### config.mk
export PLATFORM = sky130hd
export DESIGN_NAME = hnms_ram
export DESIGN_NICKNAME = d
export VERILOG_FILES = /design/src/rtl/hnms_ram.sv
export SDC_FILE = /design/constraint.sdc
export NUM_CORES = 1
export LEC_CHECK = 0
export ABC_AREA = 1
export BUFFER_PORTS_ARGS = -buffer_cell sky130_fd_sc_hd__buf_2
export CAP_MARGIN = 20
export CORE_UTILIZATION = 35
export CTS_CLUSTER_DIAMETER = 60
export DETAILED_ROUTE_END_ITERATION = 7
export PLACE_DENSITY_LB_ADDON = 0.08
export SYNTH_ARGS = -nofsm -noshare
export SYNTH_HDL_FRONTEND = slang
export SYNTH_SLANG_ARGS = --single-unit
### constraint.sdc
create_clock -name clk -period 3.8 [get_ports clk]
set_input_delay 0.19 -clock clk [delete_from_list [all_inputs] [get_ports clk]]
set_output_delay 0.19 -clock clk [all_outputs]
set_load 0.01 [all_outputs]
### src/rtl/hnms_ram.sv
module hnms_ram #(
    parameter int WIDTH = 8,
    parameter int DEPTH = 64
) (
    input  logic                     clk,
    input  logic                     we,
    input  logic [$clog2(DEPTH)-1:0] waddr,
    input  logic [WIDTH-1:0]         wdata,
    input  logic [$clog2(DEPTH)-1:0] raddr,
    output logic [WIDTH-1:0]         rdata
);

    logic [WIDTH-1:0] mem [DEPTH];

    always_ff @(posedge clk)
    begin
        if (we)
        begin
            mem[waddr] <= wdata;
        end
        rdata <= mem[raddr];
    end

endmodule

-- Word-level counts from Yosys, hierarchy flattened
Memory sizes are Yosys's and may differ from the RTL's. A register that Yosys moved wholly into a read port is not among the register bits.
Cells that the tools add are included.
- flip-flop bits (word level): 0
- memory bits (writable): 512
- memories: 1
- muxes and demuxes: 2
- memory list (name ; depth ; bits a word ; rd ports ; clocked after Yosys merged registers in ; wr ports ; line ; RTL):
    mem ; 64 ; 8 ; 1 ; 1 ; 1 ; 13 ; logic [WIDTH-1:0] mem [DEPTH];
- operator list (kind ; number):
    $mux W1 ; 2

-- Depth between registers and ports, before layout
- word-level depth: 2
- gate-level depth with buffers: 12
- mapped depth without buffers: 9

-- Worst setup path after synthesis
OpenSTA, ideal clock, no wires.
- path type: input to register
- from: input port we
- to: memory mem[48][0] (enable)
- arrival time: 1.561 ns
- required time: 3.405 ns
- setup slack: 1.844 ns
- stages on the path: 3
- path buffers: 1
- path through: clkbuf_1 nand4_1 nor4_1
- longest elaborated chain between the ends: 2
- RTL lines (item ; line ; RTL):
    start, declared ; 6 ; input logic we,
    $mux W1 ; 17 ; if (we)
    $mux W1 (not written as such) ; 19 ; mem[waddr] <= wdata;
    end, declared ; 13 ;
Every way passes these cells.

==> qor.csv <==
metric,value,unit
grt_pass1_vias,13581,
gate_count_of_the_mapped_netlist,1805,
cellLeakagePower,8.653,nW
h-tree-depth,2,
synth-seq-cells,520,
portBuffers,29,
netlist_area,21340,um2
dominant_delay_contributor_by_cell_family_on_the_critical_path,buffers and inverters,
detailedRoute.firstIterationViolations,1196,
cts_root_buf,sky130_fd_sc_hd__clkbuf_16,
hold_path_startpoint,wdata[4],
highest_cell_delay_on_the_worst_timing_path,0.56,ns
layout_nets,1874,
fin_setup_tns,0,ns
final_antenna_net_count,0,
wl,62030,um
report.final.setup_viol,0,
fin_crit_sh,53.18,%
power.net_switching,0.002891,W
clock_latency,0.62,ns
design.core.area,60250,um2
power_report.internal_total,0.009687,W
drt-wirelength-per-cell,23.10,um
top_level_pins,30,
worstPathBufferInverterCount,3,
crit_chain,clkbuf_8 > inv_8 > buf_12 > nand2_1 > nand3_1 > nand3_1 > nand2_1 > nand2_1 > nand3_1 > nand3_1 > nand2_1,
worstMarginPinSlew,1.032,ns
detail_route.first_pass.iterations,5,
max_cap_viols,0,
synth_fp_nets,1827,
synth_ff_type,sky130_fd_sc_hd__edfxtp_1,
power_density,521.2,nW/um2
pwr-share-comb,6.2,%
post_route_cells_drive_above_1_share,9.359,%
netlist-cell-type-count,16,
tritoncts_clock_tree,yes,
filler_cell_count,5691,
clock_sink_count,520,
remaining_drc_errors,0,
synth_enable_flop_cells,512,
outcome,completed,
yosysSeqAreaShare,72.80,%
clockPowerShare,43.2,%
die-height,248.9,um
post_cts_buffers,0,
period_needed,2.021,ns
clock_path_buffers,3,
worstReg2RegStart,mem[39][6],
setup_repair_after_global_routing_missed_its_margin,no,
timing.setup.critical_path_class,in2reg,
report.final.hold_viol_count,0,
critical_path.max_fanout,95,
finalWeightedCongestion,0.8071,
synth_largest_type_area_fraction,72.05,%
yosys_warnings,0,
area_delta_synth_final,13.09,%
seq_power_share,50.6,%
timing.critical_path.from_type,input pin,
route.detailed.vias_per_inst,5.117,
maximum_number_of_pins_on_one_net_before_global_route_repair,129,
cts.reportedPaths.clkPinSlew,0.05,ns
cts_buffers,59,
timing.critical_path.required,4.36,ns
timing_startpoint_of_the_critical_path,raddr[0],
synth_area_per_cell,11.82,um2
relSlewSlack,30.93,%
die-area,61960,um2
holdWs,0.08565,ns
synth_top_cells_by_count,"sky130_fd_sc_hd__nand2_1, sky130_fd_sc_hd__edfxtp_1, sky130_fd_sc_hd__nand3_1",
slowest_library_cell_on_the_worst_path,sky130_fd_sc_hd__inv_8,
grt_ovf,0,
synth.top_cells.by_area,"sky130_fd_sc_hd__edfxtp_1, sky130_fd_sc_hd__nand2_1, sky130_fd_sc_hd__nand3_1",
grt_first_pass_wirelength,91940,um
rows,90,
post-synth-top-count-cell,sky130_fd_sc_hd__nand2_1,
cp_arrival,2.58,ns
clock.fmax,0.4948,GHz
ir_worst_vdd,0.3017,mV
crit_path_end_kind,register,
timing_max_transition_violations_final,0,
chipWidth,248.9,um
min-delay-path-class,in2reg,
vias,13738,
globalRouteTotalUtil,20.11,%
synth-async-reset-ratio,0,%
clock-skew-final,0.02372,ns
r2r_setup_slk,2.27,ns
power.share.switching,22.99,%
synth_top_cell_by_area,sky130_fd_sc_hd__edfxtp_1,
initial_core_utilization,35.42,%
initial_antenna_violation_count,5,
detailed_place_hpwl,35190,um
cell type report:
type / instances / area [um2] / area share, %
diodes: 1 / 2.502 / 0.01037
clock buffers: 86 / 1619 / 6.709
clock inverters: 25 / 216.5 / 0.8970
inverters: 12 / 55.05 / 0.2281
multi-input cells: 1160 / 4946 / 20.50
flip-flops and latches: 520 / 15530 / 64.37
well taps: 782 / 978.4 / 4.055
repair buffers: 99 / 779.5 / 3.230
sequential cells by signal, summed over array words and instances (netlist names):
| signal | count |
|---|---|
| mem | 512 |
| rdata | 8 |
metal layers:
metal | up-vias | GRT usage (%) | share of wire (%)
met5 | - | 0 | 0.066
met4 | 6 | 4.862 | 1.6
met3 | 75 | 2.968 | 5.4
met2 | 344 | 30.86 | 45
met1 | 6850 | 29.92 | 48
li1 | 6463 | - | -
through the flow:
step	utilization [%]	worst slack (ns)	area, um2	std cells	power [W]
after floorplan	-	1.844	21340	1805	0.006932
after CTS	40.05	1.784	24130	2684	0.01273
after global routing	40.05	1.589	24130	2684	0.01299
after detailed placement	36.99	1.125	22280	2572	0.007275
after global placement	36.94	1.101	22260	2571	0.007269
final	40.06	1.779	24130	2685	0.01258
cells by family after synthesis:
kind of cell	count (synthesis)	share of synthesized area, %
DFF	520	72.80
buffers and inverters	125	4.022
and+or+nand+nor	1160	23.18
placed cells by master, fill, tap and decap left out, types with 3 or more instances in the layout:
cell / instances
sky130_fd_sc_hd__clkbuf_1: 24
sky130_fd_sc_hd__dfxtp_1: 8
sky130_fd_sc_hd__edfxtp_1: 512
sky130_fd_sc_hd__nor2_1: 56
sky130_fd_sc_hd__clkbuf_16: 60
sky130_fd_sc_hd__clkinv_2: 6
sky130_fd_sc_hd__inv_6: 4
sky130_fd_sc_hd__clkbuf_8: 3
sky130_fd_sc_hd__nand2_1: 648
sky130_fd_sc_hd__nand4_1: 9
sky130_fd_sc_hd__buf_2: 27
sky130_fd_sc_hd__buf_12: 6
sky130_fd_sc_hd__inv_1: 9
sky130_fd_sc_hd__bufinv_16: 3
sky130_fd_sc_hd__nand3_1: 439
sky130_fd_sc_hd__nor4_1: 8
sky130_fd_sc_hd__buf_4: 63
sky130_fd_sc_hd__clkinv_1: 10
repair_timing:
item                                    CTS  global route
hold buffers                              1             0
gates resized for setup                   0             0
endpoints found under the setup margin    0             0
endpoints found under the hold margin     2             0
worst paths after layout:
check | end | cells after the start
worst max-delay path | rdata[6] | 11
worst min-delay path | mem[29][4] | 1
worst max register to register | rdata[6] | 8
worst min register to register | rdata[1] | 8
worst register-to-register path, delay by kind of cell, from the launching register on:
kind | cells | cell delay (ns)
flops | 1 | 0.36
simple gates | 8 | 1.05
power by group through the flow:
stage,Sequential [W],Clock (W),Combinational (W)
2_1_floorplan,0.00649,0,0.000446
3_3_place_gp,0.00649,0,0.000781
3_5_place_dp,0.00649,0,0.000787
4_1_cts,0.00637,0.00557,0.000790
5_1_grt,0.00637,0.00577,0.000853
6_report,0.00637,0.00543,0.000776
Power figures use the tool's default switching activity.
