==> src/rtl/hnms_pkg.sv <==
package hnms_pkg;

    localparam int COORD_W = 16;
    localparam int SCORE_W = 16;
    localparam int THR_W   = 17;
    localparam int CNT_W   = 7;

    localparam logic [1:0] REG_IOU_THRESHOLD   = 2'd0;
    localparam logic [1:0] REG_MAX_PICKS       = 2'd1;
    localparam logic [1:0] REG_CANDIDATE_LIMIT = 2'd2;

    localparam logic [THR_W-1:0] THR_RESET   = 17'd29491;
    localparam logic [CNT_W-1:0] PICKS_RESET = 7'd0;
    localparam logic [CNT_W-1:0] LIMIT_RESET = 7'd64;

    // x_min sits in the lowest bits, as on the stream
    typedef struct packed {
        logic [COORD_W-1:0] y_max;
        logic [COORD_W-1:0] x_max;
        logic [COORD_W-1:0] y_min;
        logic [COORD_W-1:0] x_min;
    } box_t;

endpackage

==> src/rtl/hnms_iou.sv <==
// IoU keep test with registered areas: overlap<<16 <= thr*(union+eps).
module hnms_iou
    import hnms_pkg::*;
#(
    parameter int CW = 16
) (
    input  logic              clk,
    input  logic [4*CW-1:0]   box_a,
    input  logic [4*CW-1:0]   box_b,
    input  logic [THR_W-1:0]  thr,
    output logic              keep
);

    localparam int AW = 2 * CW;
    localparam logic [AW+1:0] EPS =
        (AW + 2)'(((64'd1 << AW) + 64'd50000) / 64'd100000);

    logic [CW-1:0] ax0, ay0, ax1, ay1, bx0, by0, bx1, by1;
    logic [CW-1:0] ox0, oy0, ox1, oy1;
    logic [CW-1:0] aw, ah, bw, bh, ow, oh;
    logic [AW-1:0] area_a_reg, area_b_reg, ov_reg;
    logic [AW+1:0] den;
    logic [AW+THR_W+2:0] rhs, lhs;

    assign {ay1, ax1, ay0, ax0} = box_a;
    assign {by1, bx1, by0, bx0} = box_b;
    assign ox0 = (ax0 > bx0) ? ax0 : bx0;
    assign oy0 = (ay0 > by0) ? ay0 : by0;
    assign ox1 = (ax1 < bx1) ? ax1 : bx1;
    assign oy1 = (ay1 < by1) ? ay1 : by1;
    assign aw = (ax1 > ax0) ? ax1 - ax0 : '0;
    assign ah = (ay1 > ay0) ? ay1 - ay0 : '0;
    assign bw = (bx1 > bx0) ? bx1 - bx0 : '0;
    assign bh = (by1 > by0) ? by1 - by0 : '0;
    assign ow = (ox1 > ox0) ? ox1 - ox0 : '0;
    assign oh = (oy1 > oy0) ? oy1 - oy0 : '0;

    always_ff @(posedge clk)
    begin
        area_a_reg <= aw * ah;
        area_b_reg <= bw * bh;
        ov_reg     <= ow * oh;
    end

    assign den = {2'b0, area_a_reg} + {2'b0, area_b_reg} - {2'b0, ov_reg} + EPS;
    assign rhs = (AW + THR_W + 3)'(den) * (AW + THR_W + 3)'(thr);
    assign lhs = (AW + THR_W + 3)'(ov_reg) << 16;
    assign keep = (lhs <= rhs);

endmodule

==> config.mk <==
export PLATFORM = sky130hd
export DESIGN_NAME = hnms_iou
export DESIGN_NICKNAME = d
export VERILOG_FILES = /design/src/rtl/hnms_pkg.sv /design/src/rtl/hnms_iou.sv
export SDC_FILE = /design/constraint.sdc
export NUM_CORES = 2
export LEC_CHECK = 0
export ABC_AREA = 1
export ABC_CLOCK_PERIOD_IN_PS = 25200
export BUFFER_PORTS_ARGS = -buffer_cell sky130_fd_sc_hd__buf_2
export CORE_MARGIN = 3
export CORE_UTILIZATION = 70
export DETAILED_ROUTE_END_ITERATION = 16
export MAX_ROUTING_LAYER = met4
export PLACE_DENSITY = 0.94
export SLEW_MARGIN = 15
export SYNTH_ARGS = -nofsm -noshare
export SYNTH_HDL_FRONTEND = slang
export SYNTH_SLANG_ARGS = --single-unit
==> constraint.sdc <==
create_clock -name clk -period 25.2 [get_ports clk]
set_clock_uncertainty 0.15 [all_clocks]
set_input_delay 3.78 -clock clk [delete_from_list [all_inputs] [get_ports clk]]
set_output_delay 3.78 -clock clk [all_outputs]
set_load 0.05 [all_outputs]
Yosys cells after proc, flatten, opt, wreduce, memory -nomap -nowiden

Cells that the tools add are included.

Flip-flop bits (word level): 96
Bits in latches: 0
Bits in writable memories: 0
Memory bits (read-only): 0
Bits of input ports: 146
Output and inout bits: 1
Memories kept: 0

$add $sub $neg: 9
$mul: 4
Divide/modulo/power cells: 0
$lt $le $gt $ge: 11
Equality and inequality tests: 0
Shift-type cells: 0
Muxes and demuxes: 10
Bitwise operators: 0
Reductions and logical operators: 0

Operator list:

| cell                                                              | count |
|---|---|
| 16-bit two-way mux                                                | 10 |
| 16-bit greater-than comparator                                    | 8 |
| 16-bit by 16-bit multiplier with 32-bit output                    | 3 |
| 16-bit subtractor                                                 | 6 |
| 48-bit by 51-bit <= comparator with 1-bit output                  | 1 |
| 34-bit by 17-bit multiplier with 51-bit output                    | 1 |
| 34-bit by 16-bit adder with 34-bit output (second input constant) | 1 |
| 33-bit by 32-bit subtractor with 34-bit output                    | 1 |
| 32-bit by 32-bit adder with 33-bit output                         | 1 |
| 16-bit < comparator                                               | 2 |

Longest topological paths before layout

Word-level depth: 5
Gate-level depth with buffers: 53
Mapped depth without buffers: 52

Least setup slack after synthesis

OpenSTA, ideal clock, no wires.

Path kind: input to output
From: input thr[2]
To: output keep
Arrival time: 10.588 ns
Required time: 21.270 ns
Setup slack: 10.682 ns
Cell stages on the path: 33
Buffers on the path: 2
Cell sequence: clkbuf_1 clkbuf_1 nand2_1 fa_1 inv_1 fa_1 inv_1 fa_1 inv_1 fa_1 inv_1 fa_1 inv_1 fa_1 ha_1 nand2_2 inv_1 a21oi_1 nand3_1 a21oi_1 o21bai_1 a21oi_1 inv_1 a21oi_1 xor2_1 ha_1 nand2_1 nor4_1 nand4_1 nor4_1 nand4_1 nand3b_1 nand2_1

Cells in the longest elaborated chain, start to end: 2

Ends and longest elaborated chain:

| item                                             | line           | RTL |
|---|---|---|
| start: declaration                               | hnms_iou.sv:10 | `input logic [THR_W-1:0] thr,` |
| 34-bit by 17-bit multiplier with 51-bit output   | hnms_iou.sv:46 | `assign rhs = (AW + THR_W + 3)'(den) * (AW + THR_W + 3)'(thr);` |
| 48-bit by 51-bit <= comparator with 1-bit output | hnms_iou.sv:48 | `assign keep = (lhs <= rhs);` |
| end: declaration                                 | hnms_iou.sv:11 | `output logic keep` |

Every way passes these cells.

Worst setup path in the final report

Same ends and word-level chain as after synthesis.

==> run metrics <==
status=finished, final reports clean; die width=approximately 290 um; Crit-path slowest cell=clkinv_1; Post-DP HPWL=approximately 150000 um; worst path bufs/invs=7; Tmin final=~16000 ps; critical path class=in -> out; layout cells sized above 1=between 5 and 6%; Async SR Flop Fraction=0%; DR vias=50200; Layout area overhead=2.99%; vias in the first global route=approximately 54000; IO Count=around 150; Initial Utilization=71.3%; max-slew violation count=0; Synth cell types=65; most frequent cells in the layout=inv_1, nand2_1, fa_1; Hold Crit Start=box_a[48]; core area=79800 um^2; CTS H-tree lvls=3; initial antenna violation count=5; Max-slew headroom=between 20% and 30%; worst slew pin tran=around 1100 ps; Post-Syn Area per Cell=approximately 7.7 um^2; clk sinks=96; Critical Path Fanout Max=25; Post-CTS Hold Fix Bufs=0; clock buffer depth=2; Synth Area in Adders=a little over half; Post-Syn Instances=roughly 7400; worst stage delay on the critical path=a little under 600 ps; leading area contributor after synthesis=fa_1; CTS tree=built; worst min path class=in -> reg; Max Fclk=61.1 MHz; syn_nets=9357; grt ovf=0; Compound-Gate Fraction of Synth Area=under 10%; arrival time at the worst endpoint=roughly 12000 ps; Hold Path Cell Cnt=6; Reg clk slew, reported paths=about 70 ps; Hold Path End=ov_reg[0]; Seq/Total Area, Yosys=between 3 and 4%; Routed Antenna Nets=0; GRT Total Usage=43.6%; Total Nets Final=9358; IO buf count=~150; EDFF count, synth=0; setup tns final=0 ps; mapped cell area=about 57000 um^2; CP most frequent cell=fa_1; Startpoint Class=primary input; violation count after the first detailed-route iteration=just over 5000; ranking of synthesized cells by area=fa_1, ha_1, inv_1; Setup Viol. Count Final=0; die height=~290 um; top_reg_cell synth=dfxtp_1; DIE AREA=~85000 um^2; Final Hold Fails=0; final worst-path cycle share=between 60 and 70%; Post-CTS Setup Bufs=0; largest family of logic cells by synthesized area=adder cells; num rows=approximately 100; DRC=0; mux cell area share after synthesis=0%; largest net degree at the start of global routing=33; first-pass GRT wire length=between 200000 and 300000 um; crit path capture type=primary output; final wirelength=approximately 180000 um; CP required=21270 ps; simple-gate share of the synthesized area=19.2%; Clock Tree Root=clkbuf_16; Post-CTS Resized=0; Inserted Clock Buffers=9; Synth warnings=0; post-synthesis xor/xnor area fraction=2.87%; drt first pass iters=8; RSZ-0062 raised after global routing=false; crit-path leading delay family=adder cells; Routed wire per std cell=slightly above 20 um; Synth Register Bits=96; vias per cell=roughly 6; post-synth top area share=between 30% and 40%; total of max-cap violations=0; most common cell after layout, fill and taps aside=inv_1; Placer Congestion=1.07
## Yosys cell counts (4+ instances only)
cell type / count
a211oi_1: 7
a21boi_0: 9
a21boi_1: 4
a21o_1: 22
a21oi_1: 320
a21oi_2: 6
a221oi_1: 6
a31oi_1: 23
buf_2: 67
buf_4: 31
buf_6: 11
clkbuf_1: 77
dfxtp_1: 96
fa_1: 1099
ha_1: 692
inv_1: 1835
inv_2: 31
nand2_1: 1582
nand2_2: 19
nand3_1: 150
nand3_2: 4
nand3_4: 7
nand3b_1: 4
nand4_1: 43
nor2_1: 653
nor2_2: 24
nor2_4: 13
nor3_1: 45
nor3_2: 4
nor4_1: 14
o211ai_1: 9
o21a_1: 11
o21ai_0: 149
o21ai_1: 18
o21ai_2: 11
o21bai_1: 20
o31ai_1: 6
or2_1: 11
or2_2: 65
xnor2_1: 83
xor2_1: 98
## metal layers
metal / wire length, um / vias to the layer above / GRT usage (%)
li1: - / 22100 / -
met1: 61500 / 23900 / 51.3
met2: 79100 / 3203 / 68.3
met3: 20600 / 933 / 10.3
met4: 13800 / 0 / 26.5
met5: 0 / - / -
## tightest hold or removal path: stages
cell and delay (ps):
buf_2 130, o21ai_0 170, ha_1 190, nor2_4 100, inv_2 140, nor2_1 60
## cell families after synthesis
group | Yosys count
AOI/OAI and AO/OA | 642
xor gates and xnor gates | 184
adders and majority gates | 1791
buffers and inverters | 2060
DFF | 96
and+or+nand+nor | 2647
## cell type report
cell class | instances | area, um^2
diodes | 5 | 12.5
flip-flops and latches | 96 | 1920
inverters | 1872 | 7040
fillers | 6027 | 21200
well taps | 1050 | 1310
multi-input cells | 5264 | 46900
repair buffers | 178 | 971
clock inverters | 6 | 138
clock buffers | 9 | 225
## stage by stage
step | util [%] | setup slack, ps | hold WS (ps) | std cells | instance area, um^2
floorplan | - | 10680 | 4110 | 7420 | 56800
global placement | 72.9 | 9070 | 4440 | 8460 | 58200
detailed placement | 72.9 | 9030 | 4470 | 8460 | 58200
CTS | 73.4 | 8980 | 4070 | 8475 | 58500
global route | 73.4 | 8390 | 4110 | 8479 | 58500
finish | 73.4 | 8840 | 4110 | 8480 | 58500
## worst max path at each step
| stage | slack (ps) | to | depth (start not counted) | startpoint |
|---|---|---|---|---|
| 5_1_grt | 8390 | keep | 31 | thr[2] |
| 6_report | 8840 | keep | 31 | thr[2] |
| 4_1_cts | 8980 | keep | 32 | thr[2] |
| 3_5_place_dp | 9030 | keep | 32 | thr[2] |
| 2_1_floorplan | 10680 | keep | 33 | thr[2] |
| 3_3_place_gp | 9070 | keep | 32 | thr[2] |
Power is left out: the tool's default activity adds up to more than one toggle a clock period on the data nets, which glitch-free logic cannot reach.
